### config.mk
export PLATFORM = sky130hd
export DESIGN_NAME = enlarger_exposure_sequencer
export DESIGN_NICKNAME = d
export VERILOG_FILES = /design/src/rtl/ees_pkg.sv /design/src/rtl/ees_step.sv /design/src/rtl/enlarger_exposure_sequencer.sv
export SDC_FILE = /design/constraint.sdc
export NUM_CORES = 2
export LEC_CHECK = 0
export BUFFER_PORTS_ARGS = -buffer_cell sky130_fd_sc_hd__buf_2
export CAP_MARGIN = 5
export CORE_ASPECT_RATIO = 0.6
export CORE_MARGIN = 4
export CORE_UTILIZATION = 48
export DETAILED_ROUTE_END_ITERATION = 10
export PLACE_DENSITY = 0.62
export SLEW_MARGIN = 25
export SYNTH_ARGS = -nofsm -noshare
export SYNTH_HDL_FRONTEND = slang
export SYNTH_SLANG_ARGS = --single-unit
export TNS_END_PERCENT = 100
### constraint.sdc
create_clock -name clk -period 33.9 [get_ports clk]
set_clock_uncertainty 0.1 [all_clocks]
set_input_delay 6.78 -clock clk [delete_from_list [all_inputs] [get_ports clk]]
set_output_delay 6.78 -clock clk [all_outputs]
set_load 0.05 [all_outputs]
### src/rtl/ees_pkg.sv
// shared constants, types and helper functions of the exposure sequencer
package ees_pkg;

    // timing constants in milliseconds
    localparam int TICK_MS         = 10;
    localparam int DMX_PERIOD_MS   = 30;
    localparam int BEEP_LEN_MS     = 40;
    localparam int SECOND_MS       = 1000;
    localparam int HUNDRED_MS      = 100;
    localparam int MAX_EXPOSURE_MS = 1048576;

    // time values are 21 bits wide and saturate at all ones
    localparam int TW = 21;
    localparam logic [TW-1:0] TIME_MAX = {TW{1'b1}};

    // dmx frame slots counted in ticks
    localparam int DMX_SLOTS = DMX_PERIOD_MS / TICK_MS;
    localparam int SLOT_W    = $clog2(DMX_SLOTS);

    // report phase codes
    localparam logic [2:0] PH_NONE  = 3'd0;
    localparam logic [2:0] PH_START = 3'd1;
    localparam logic [2:0] PH_TICK  = 3'd2;
    localparam logic [2:0] PH_END   = 3'd3;
    localparam logic [2:0] PH_DONE  = 3'd4;

    // report rate codes
    localparam logic [1:0] RATE_TICK   = 2'd0;
    localparam logic [1:0] RATE_100MS  = 2'd1;
    localparam logic [1:0] RATE_SECOND = 2'd2;

    // configuration register indexes
    localparam int CFG_IW = 3;
    localparam logic [CFG_IW-1:0] CFG_EXPOSURE = 3'd0;
    localparam logic [CFG_IW-1:0] CFG_ON_DELAY = 3'd1;
    localparam logic [CFG_IW-1:0] CFG_OFF_LEAD = 3'd2;
    localparam logic [CFG_IW-1:0] CFG_SETTLE   = 3'd3;
    localparam logic [CFG_IW-1:0] CFG_RATE     = 3'd4;
    localparam logic [CFG_IW-1:0] CFG_DMX      = 3'd5;

    // inverse of an odd number modulo 2^21, newton iteration
    function automatic logic [TW-1:0] inv_mod(input logic [TW-1:0] d);
        logic [2*TW-1:0] p;
        logic [TW-1:0]   x;
        logic [TW-1:0]   corr;
        x = d;
        for (int i = 0; i < 5; i++)
        begin
            p    = x * d;
            corr = TW'(2) - p[TW-1:0];
            p    = x * corr;
            x    = p[TW-1:0];
        end
        return x;
    endfunction

    // divisibility test constants: x % d == 0 iff (x * inv) mod 2^21 <= lim
    localparam logic [TW-1:0] INV_25  = inv_mod(TW'(25));
    localparam logic [TW-1:0] INV_125 = inv_mod(TW'(125));
    localparam logic [TW-1:0] LIM_25  = TW'((2**TW - 1) / 25);
    localparam logic [TW-1:0] LIM_125 = TW'((2**TW - 1) / 125);

    // reciprocal for exposure % 1000
    localparam int FRAC_SHIFT = 31;
    localparam logic [21:0] FRAC_RECIP = 22'((64'd2**FRAC_SHIFT + 999) / 1000);

    // live configuration
    typedef struct packed {
        logic [TW-1:0] exposure_ms;
        logic [9:0]    exposure_frac;
        logic [15:0]   lamp_on_delay_ms;
        logic [15:0]   lamp_off_lead_ms;
        logic [15:0]   end_settle_ms;
        logic [1:0]    report_rate;
        logic          dmx_mode;
    } cfg_t;

    // result of the state step, before the report rate filter
    typedef struct packed {
        logic          lamp_on;
        logic          lamp_switched_on;
        logic          lamp_switched_off;
        logic          dmx_frame_send;
        logic          buzzer_on;
        logic          notify;
        logic          check;
        logic          per_second;
        logic [2:0]    phase;
        logic [TW-1:0] remaining;
        logic          run_finished;
        logic          config_error;
    } step_t;

endpackage

### src/rtl/ees_step.sv
// run state of the sequencer and its one-tick update
module ees_step
    import ees_pkg::*;
(
    input  logic  clk,
    input  logic  rst_n,
    input  logic  step,
    input  logic  start_run,
    input  logic  cancel,
    input  cfg_t  cfg,
    output step_t res
);

    logic              running_reg, running_next;
    logic [2:0]        phase_reg, phase_next;
    logic [TW-1:0]     elapsed_reg, elapsed_next;
    logic [SLOT_W-1:0] slot_reg, slot_next;
    logic              act_reg, act_next;
    logic              deact_reg, deact_next;
    logic              off_pend_reg, off_pend_next;
    logic              end_rep_reg, end_rep_next;
    logic              cancel_reg, cancel_next;
    logic [TW-1:0]     beep_start_reg, beep_start_next;
    logic [TW-1:0]     beep_stop_reg, beep_stop_next;
    logic              beeper_reg, beeper_next;

    logic              abort_req;
    logic              last;
    logic              go_on;
    logic              bad_cfg;
    logic [TW:0]       e_sum;
    logic [TW-1:0]     lead_gap;
    logic [TW:0]       off_thr;
    logic [TW:0]       end_thr;
    logic [TW+1:0]     done_thr;
    logic [TW-1:0]     since_on;
    logic [TW-1:0]     remain;
    logic [TW-1:0]     beep_add;

    // saturate a sum to the 21 bit time range
    function automatic logic [TW-1:0] sat(input logic [TW+1:0] v);
        return (v > (TW+2)'(TIME_MAX)) ? TIME_MAX : v[TW-1:0];
    endfunction

    // thresholds from the live configuration
    always_comb
    begin
        lead_gap = (cfg.exposure_ms > TW'(cfg.lamp_off_lead_ms))
                 ? cfg.exposure_ms - TW'(cfg.lamp_off_lead_ms) : '0;
        off_thr  = (TW+1)'(cfg.lamp_on_delay_ms) + (TW+1)'(lead_gap);
        end_thr  = (TW+1)'(cfg.exposure_ms) + (TW+1)'(cfg.lamp_on_delay_ms);
        done_thr = (TW+2)'(end_thr) + (TW+2)'(cfg.end_settle_ms);
        bad_cfg  = (cfg.exposure_ms == '0)
                || (cfg.exposure_ms > TW'(MAX_EXPOSURE_MS))
                || (TW'(cfg.lamp_off_lead_ms) >= cfg.exposure_ms);
        beep_add = (cfg.exposure_frac == '0) ? TW'(SECOND_MS) : TW'(cfg.exposure_frac);
    end

    // one tick of the sequencer
    always_comb
    begin
        running_next    = running_reg;
        phase_next      = phase_reg;
        elapsed_next    = elapsed_reg;
        slot_next       = slot_reg;
        act_next        = act_reg;
        deact_next      = deact_reg;
        off_pend_next   = off_pend_reg;
        end_rep_next    = end_rep_reg;
        cancel_next     = cancel_reg;
        beep_start_next = beep_start_reg;
        beep_stop_next  = beep_stop_reg;
        beeper_next     = beeper_reg;
        res             = '0;
        abort_req       = 1'b0;
        last            = 1'b0;
        go_on           = 1'b0;
        e_sum           = '0;
        since_on        = '0;
        remain          = '0;

        // start request and validation
        if (start_run)
        begin
            if (bad_cfg)
            begin
                res.config_error = 1'b1;
            end
            else
            begin
                running_next    = 1'b1;
                act_next        = 1'b0;
                deact_next      = 1'b0;
                off_pend_next   = 1'b0;
                end_rep_next    = 1'b0;
                cancel_next     = 1'b0;
                phase_next      = PH_NONE;
                elapsed_next    = '0;
                slot_next       = '0;
                beep_start_next = '0;
                beep_stop_next  = '0;
                beeper_next     = 1'b0;
            end
        end
        if (cancel)
        begin
            cancel_next = 1'b1;
        end

        if (running_next)
        begin
            abort_req = cancel_next;
            last      = (phase_next == PH_DONE);

            // lamp control and dmx frame slots
            if (!act_next)
            begin
                act_next             = 1'b1;
                res.lamp_switched_on = 1'b1;
                res.dmx_frame_send   = cfg.dmx_mode;
            end
            else
            begin
                e_sum = (TW+1)'(elapsed_next) + (TW+1)'(TICK_MS);
                if (e_sum > (TW+1)'(TIME_MAX))
                begin
                    elapsed_next = TIME_MAX;
                end
                else
                begin
                    elapsed_next = e_sum[TW-1:0];
                    slot_next = (slot_next == SLOT_W'(DMX_SLOTS - 1))
                              ? '0 : slot_next + SLOT_W'(1);
                end
                if (!deact_next && !off_pend_next &&
                    (((TW+1)'(elapsed_next) >= off_thr) || abort_req))
                begin
                    if (cfg.dmx_mode)
                    begin
                        off_pend_next = 1'b1;
                    end
                    else
                    begin
                        deact_next            = 1'b1;
                        res.lamp_switched_off = 1'b1;
                    end
                end
                if (off_pend_next && !cfg.dmx_mode)
                begin
                    off_pend_next         = 1'b0;
                    deact_next            = 1'b1;
                    res.lamp_switched_off = 1'b1;
                end
                if (cfg.dmx_mode && (elapsed_next != TIME_MAX) && (slot_next == '0))
                begin
                    res.dmx_frame_send = 1'b1;
                    if (off_pend_next)
                    begin
                        off_pend_next         = 1'b0;
                        deact_next            = 1'b1;
                        res.lamp_switched_off = 1'b1;
                    end
                end
            end

            // visible start after the on delay
            go_on = 1'b1;
            if (phase_next == PH_NONE)
            begin
                if (elapsed_next >= TW'(cfg.lamp_on_delay_ms))
                begin
                    phase_next      = PH_START;
                    beep_start_next = sat((TW+2)'(elapsed_next) + (TW+2)'(beep_add));
                    beep_stop_next  = '0;
                end
                else
                begin
                    go_on = 1'b0;
                end
            end

            if (go_on)
            begin
                // exposure end
                if (((phase_next == PH_START) || (phase_next == PH_TICK)) &&
                    (((TW+1)'(elapsed_next) >= end_thr) || abort_req))
                begin
                    phase_next = PH_END;
                end

                // second-aligned beep
                if ((beep_start_next != '0) && (elapsed_next >= beep_start_next))
                begin
                    beeper_next    = 1'b1;
                    beep_stop_next = sat((TW+2)'(beep_start_next) + (TW+2)'(BEEP_LEN_MS));
                    if ((phase_next == PH_START) || (phase_next == PH_TICK))
                    begin
                        beep_start_next = sat((TW+2)'(beep_start_next) + (TW+2)'(SECOND_MS));
                    end
                    else
                    begin
                        beep_start_next = '0;
                    end
                end
                else if ((beep_stop_next != '0) && (elapsed_next >= beep_stop_next))
                begin
                    beeper_next    = 1'b0;
                    beep_stop_next = '0;
                end

                // remaining time and report selection
                since_on = (elapsed_next > TW'(cfg.lamp_on_delay_ms))
                         ? elapsed_next - TW'(cfg.lamp_on_delay_ms) : '0;
                case (phase_next)
                    PH_START: remain = cfg.exposure_ms;
                    PH_TICK:  remain = (cfg.exposure_ms > since_on)
                                     ? cfg.exposure_ms - since_on : '0;
                    default:  remain = '0;
                endcase
                res.phase     = phase_next;
                res.remaining = remain;
                case (phase_next)
                    PH_TICK:
                    begin
                        res.notify     = (cfg.report_rate == RATE_TICK);
                        res.check      = (cfg.report_rate != RATE_TICK);
                        res.per_second = (cfg.report_rate != RATE_100MS);
                    end
                    PH_END:
                    begin
                        res.notify   = !end_rep_next;
                        end_rep_next = 1'b1;
                    end
                    default:
                    begin
                        res.notify = 1'b1;
                    end
                endcase

                // phase advance
                if (phase_next == PH_START)
                begin
                    phase_next = PH_TICK;
                end
                else if ((phase_next == PH_END) && (beep_stop_next == '0) &&
                         !off_pend_next &&
                         (((TW+2)'(elapsed_next) > done_thr) || abort_req))
                begin
                    phase_next = PH_DONE;
                end

                if (last)
                begin
                    running_next     = 1'b0;
                    res.run_finished = 1'b1;
                end
            end
        end

        res.lamp_on   = act_next && !deact_next;
        res.buzzer_on = beeper_next;
    end

    // run state control registers
    always_ff @(posedge clk or negedge rst_n)
    begin
        if (!rst_n)
        begin
            running_reg    <= 1'b0;
            phase_reg      <= PH_NONE;
            elapsed_reg    <= '0;
            slot_reg       <= '0;
            act_reg        <= 1'b0;
            deact_reg      <= 1'b0;
            off_pend_reg   <= 1'b0;
            end_rep_reg    <= 1'b0;
            cancel_reg     <= 1'b0;
            beep_start_reg <= '0;
            beep_stop_reg  <= '0;
            beeper_reg     <= 1'b0;
        end
        else if (step)
        begin
            running_reg    <= running_next;
            phase_reg      <= phase_next;
            elapsed_reg    <= elapsed_next;
            slot_reg       <= slot_next;
            act_reg        <= act_next;
            deact_reg      <= deact_next;
            off_pend_reg   <= off_pend_next;
            end_rep_reg    <= end_rep_next;
            cancel_reg     <= cancel_next;
            beep_start_reg <= beep_start_next;
            beep_stop_reg  <= beep_stop_next;
            beeper_reg     <= beeper_next;
        end
    end

endmodule

### src/rtl/enlarger_exposure_sequencer.sv
// top level of the enlarger exposure sequencer: config registers, item pipeline
// Each input item is one 10 ms tick and yields exactly one result item. A tick
// is taken in every cycle while the output side keeps up; its result item passes
// the stage one register, which takes the run state update at the accepting
// edge, and then the result register, which takes the report rate filter on the
// remaining time. The input stalls only while a result item waits at the
// output. Configuration writes are always ready and apply to ticks accepted
// after the write.
module enlarger_exposure_sequencer
    import ees_pkg::*;
(
    input  logic              clk,
    input  logic              rst_n,
    // tick items
    input  logic              s_axis_tvalid,
    output logic              s_axis_tready,
    input  logic [7:0]        s_axis_tdata,   // start_run, cancel, zero fill
    // result items
    output logic              m_axis_tvalid,
    input  logic              m_axis_tready,
    output logic [31:0]       m_axis_tdata,   // lamp_on, lamp_switched_on,
                                              // lamp_switched_off, dmx_frame_send,
                                              // buzzer_on, report_valid,
                                              // report_phase[2:0],
                                              // report_remaining_ms[20:0],
                                              // run_finished, config_error
    // configuration writes
    input  logic              cfg_valid,
    output logic              cfg_ready,
    input  logic [CFG_IW-1:0] cfg_index,
    input  logic [TW-1:0]     cfg_data
);

    cfg_t              cfg_reg;
    step_t             step_res;
    step_t             s1_reg;
    logic              s1_valid_reg;
    logic              out_valid_reg;
    logic [31:0]       out_data_reg;
    logic              advance;
    logic              accept;

    logic [42:0]       frac_prod;
    logic [11:0]       frac_q;
    logic [21:0]       frac_r;
    logic [9:0]        frac_val;

    logic [TW-1:0]     chk_op;
    logic [TW-1:0]     chk_inv;
    logic [TW-1:0]     chk_lim;
    logic              chk_low;
    logic [2*TW-1:0]   chk_prod;
    logic              divisible;
    logic              report_valid;

    // exposure % 1000 via reciprocal, off the tick path
    always_comb
    begin
        frac_prod = 43'(cfg_data) * 43'(FRAC_RECIP);
        frac_q    = frac_prod[FRAC_SHIFT +: 12];
        frac_r    = 22'(cfg_data) - 22'({frac_q, 10'b0})
                  + 22'({frac_q, 4'b0}) + 22'({frac_q, 3'b0});
        frac_val  = (frac_r >= 22'(SECOND_MS)) ? 10'(frac_r - 22'(SECOND_MS))
                                               : frac_r[9:0];
    end

    assign cfg_ready = 1'b1;

    // configuration registers
    always_ff @(posedge clk or negedge rst_n)
    begin
        if (!rst_n)
        begin
            cfg_reg.exposure_ms      <= '0;
            cfg_reg.exposure_frac    <= '0;
            cfg_reg.lamp_on_delay_ms <= '0;
            cfg_reg.lamp_off_lead_ms <= '0;
            cfg_reg.end_settle_ms    <= '0;
            cfg_reg.report_rate      <= RATE_SECOND;
            cfg_reg.dmx_mode         <= 1'b0;
        end
        else if (cfg_valid && cfg_ready)
        begin
            case (cfg_index)
                CFG_EXPOSURE:
                begin
                    cfg_reg.exposure_ms   <= cfg_data;
                    cfg_reg.exposure_frac <= frac_val;
                end
                CFG_ON_DELAY: cfg_reg.lamp_on_delay_ms <= cfg_data[15:0];
                CFG_OFF_LEAD: cfg_reg.lamp_off_lead_ms <= cfg_data[15:0];
                CFG_SETTLE:   cfg_reg.end_settle_ms    <= cfg_data[15:0];
                CFG_RATE:     cfg_reg.report_rate      <= cfg_data[1:0];
                CFG_DMX:      cfg_reg.dmx_mode         <= cfg_data[0];
                default:      ;
            endcase
        end
    end

    // pipeline moves whenever the output register is free or being taken
    assign advance       = !out_valid_reg || m_axis_tready;
    assign s_axis_tready = advance;
    assign accept        = s_axis_tvalid && advance;

    ees_step u_step (
        .clk       (clk),
        .rst_n     (rst_n),
        .step      (accept),
        .start_run (s_axis_tdata[0]),
        .cancel    (s_axis_tdata[1]),
        .cfg       (cfg_reg),
        .res       (step_res)
    );

    // stage one register
    always_ff @(posedge clk or negedge rst_n)
    begin
        if (!rst_n)
        begin
            s1_valid_reg <= 1'b0;
        end
        else if (advance)
        begin
            s1_valid_reg <= accept;
        end
    end

    always_ff @(posedge clk)
    begin
        if (accept)
        begin
            s1_reg <= step_res;
        end
    end

    // report rate filter: remaining % 100 or % 1000 by inverse multiply
    always_comb
    begin
        if (s1_reg.per_second)
        begin
            chk_op  = s1_reg.remaining >> 3;
            chk_inv = INV_125;
            chk_lim = LIM_125;
            chk_low = (s1_reg.remaining[2:0] == 3'b0);
        end
        else
        begin
            chk_op  = s1_reg.remaining >> 2;
            chk_inv = INV_25;
            chk_lim = LIM_25;
            chk_low = (s1_reg.remaining[1:0] == 2'b0);
        end
        chk_prod     = chk_op * chk_inv;
        divisible    = chk_low && (chk_prod[TW-1:0] <= chk_lim);
        report_valid = s1_reg.notify || (s1_reg.check && divisible);
    end

    // result register
    always_ff @(posedge clk or negedge rst_n)
    begin
        if (!rst_n)
        begin
            out_valid_reg <= 1'b0;
        end
        else if (advance)
        begin
            out_valid_reg <= s1_valid_reg;
        end
    end

    always_ff @(posedge clk)
    begin
        if (advance && s1_valid_reg)
        begin
            out_data_reg <= {s1_reg.config_error,
                             s1_reg.run_finished,
                             report_valid ? s1_reg.remaining : {TW{1'b0}},
                             report_valid ? s1_reg.phase : PH_NONE,
                             report_valid,
                             s1_reg.buzzer_on,
                             s1_reg.dmx_frame_send,
                             s1_reg.lamp_switched_off,
                             s1_reg.lamp_switched_on,
                             s1_reg.lamp_on};
        end
    end

    assign m_axis_tvalid = out_valid_reg;
    assign m_axis_tdata  = out_data_reg;

endmodule

==> impl_metrics.toml <==
[worst_setup_path]
cp_slowest_cell = "nor2_1"
cp.required_ps = 34130
reg2reg_from = "cfg_reg[69]"
cp-start-kind = "primary input"
crit_arrival_ps = 18220
critical_path.max_stage_delay_ps = 810
cp_max_fo = 19
crit_type = "in -> reg"
endpoint_kind = "flop"
startpoint = "s_axis_tdata[0]"
path_common_cell = "o21ai_0"

[timing]
hold_viol = 0
tightest_slew_ps = 1093
slew_headroom = 0.2646
max_freq_mhz = 55.58
setup_viol = 0
slew_viol_final = 0
finalCritPeriodShare = 0.5307
fin_tns_setup_ps = 0
layout_min_cycle_time_ps = 17990
rsz0062_at_grt = "no"

[drt]
wl_per_cell_microns = 22.33
dr_total_vias = 27890
route.met3.wl_microns = 14050
drc = 0
dr_wl_met2_microns = 36130
drt-met1-wl_microns = 54150
drtIter0Drc = 3504
wl_microns = 105700
top_signal_layer_used = "met5"
ant_nets = 0
avgViaCountPerCell = 5.891
dr.pass1.iters = 6

[synth]
yosysMostFrequentCell = "inv_1"
synth_top_area_share = 0.2056
ys_ff_latch = 223
synth_area_leaders = "ha_1 21%, fa_1 13%, dfrtp_1 12%, inv_1 6.4%, edfxtp_1 6.1%"
ys_warn_count = 0
seq_area_frac_synth = 0.1822
synth.distinct_cells = 110
syn_area_sq_um = 32440
syn-instance-count = 3796
async_flop_share = 0.7040
syn_avg_cell_area_sq_um = 8.546
ys_top_cells_by_count = "555 x inv_1, 533 x ha_1, 368 x nand2_1"
yosys.area.top_type = "ha_1"
ys.flop_type = "dfrtp_1"
synth_edf_count = 66

[finish]
finalInstanceArea_sq_um = 34650
fillerInstances = 6343
drive_above_1_share = 0.07094
stdcell_count = 4735
largest_reg_flops = 80
final_nets = 4594
area_delta_synth_final_pct = 6.803
fin_util = 0.5204

[global_routing]
grt_antenna_before_repair = 1
first_global_vias = 25510
grt_util_all_layers = 0.2924
grt_max_degree = 61
grt.overflow.total = 0
grt_first_pass_wirelength_microns = 161000

[clocking]
cts_setup_buffers = 0
numCtsBuffers = 26
cts_tree = "yes"
clkSinkCount = 223
cts_root_buf = "clkbuf_16"
clkTransAtPathRegs_ps = 60
worstSkewPairLatency_ps = 610
htree_levels = 1
postCtsHoldBufs = 0
clockBufferDepth = 3
cts-resized-gates = 0

[place]
gp_congestion = 0.9946
numPortBuffers = 64
placed_area_sq_um = 33800
dp_hpwl_microns = 85210
place_inst = 4688

[power]
leakagePower_nw = 16.75
p_total_mw = 3.721
p_per_area_nw_per_um2 = 107.4
ir_drop_uv = 151.5

[floorplan]
start_util = 0.4872
die_h_microns = 209.4
die_area_sq_um = 71950
fp-row-count = 73
coreArea_sq_um = 66590
die_w_microns = 343.6
io_pins = 72

[run]
cap_viol_max_count = 0

[hold_path]
hp-class = "reg -> reg"
min_from = "s1_reg[32]"

[outcome]
outcome = "completed"
## stage by stage
stage / hold slack, ps / worst slack, ps
after floorplan: 300.3 / 17140
after global placement: 302.4 / 16050
after detailed placement: 311.9 / 16030
after CTS: 326.9 / 16600
after global routing: 337.7 / 15340
final: 324.6 / 15910
## cell usage in the layout, fill, tap and decap left out, drive strengths merged, types with 16 or more instances in the layout
master  count
dfrtp     156
edfxtp     66
o31ai      32
mux2       28
and3       21
or3        22
nor2      210
or2        20
nand4      45
o21ai     236
clkbuf     30
fa        208
nand2     369
and2       25
ha        533
nand2b     53
o21bai     25
o211ai     16
nand3      68
a211oi     18
a21o       64
xor2       50
o21a       35
buf       108
nor2b      59
nor4       44
inv       564
a21oi     215
a31oi      29
or4        17
a21boi     21
nor3       62
xnor2     153
## power by group
group / leakage, nW / switching [mW] / internal, mW
Clock: 0.406 / 0.140 / 0.160
Sequential: 2.64 / 0.0586 / 0.328
Combinational: 13.7 / 1.79 / 1.25
## cells by family after synthesis
logic type,share of synthesized area
AO/OA/AOI/OAI,0.1720
multiplexers,0.01373
other,0.0002315
AND/OR/NAND/NOR,0.1618
flip-flops,0.1822
XOR/XNOR,0.05481
buffers and inverters,0.08122
adder cells (fa/ha/maj),0.3339
## cell type report
class | instances | area [sq um] | area share
timing repair buffer | 108 | 656.9 | 0.01896
clock inverter | 16 | 173.9 | 0.005020
clock buffer | 30 | 675.6 | 0.01950
inverter | 562 | 2110 | 0.06088
sequential | 223 | 5912 | 0.1706
tap | 900 | 1126 | 0.03250
antenna | 1 | 2.502 | 0.00007222
multi-input combinational | 2895 | 23990 | 0.6924
## routing by layer
layer / vias to the layer above / GRT usage
met2: 1401 / 0.3521
met4: 4 / 0.02888
li1: 13160 / -
met5: - / 0.01344
met1: 13230 / 0.5009
met3: 95 / 0.08605
## worst max-delay path, delay by kind of cell
family                     cells  cell delay (ps)
AOI/OAI and AO/OA             21             6110
adders and majority gates      3             1080
buffers and inverters          5              990
muxes                          1              150
and+or+nand+nor               11             3100
## path summary, 6_finish.rpt
path	slack, ps	to	depth (start not counted)
max in group asynchronous	25690	cfg_reg[73]	3
min in group asynchronous	6040	u_step.beep_start_reg[18]	1
setup reg to reg	20320	s1_reg[10]	44
hold reg to reg	320	m_axis_tdata[1]	0
hold / removal	320	m_axis_tdata[1]	0
setup / recovery	15910	s1_reg[10]	41
No activity file was read; power rests on OpenSTA's default activity.
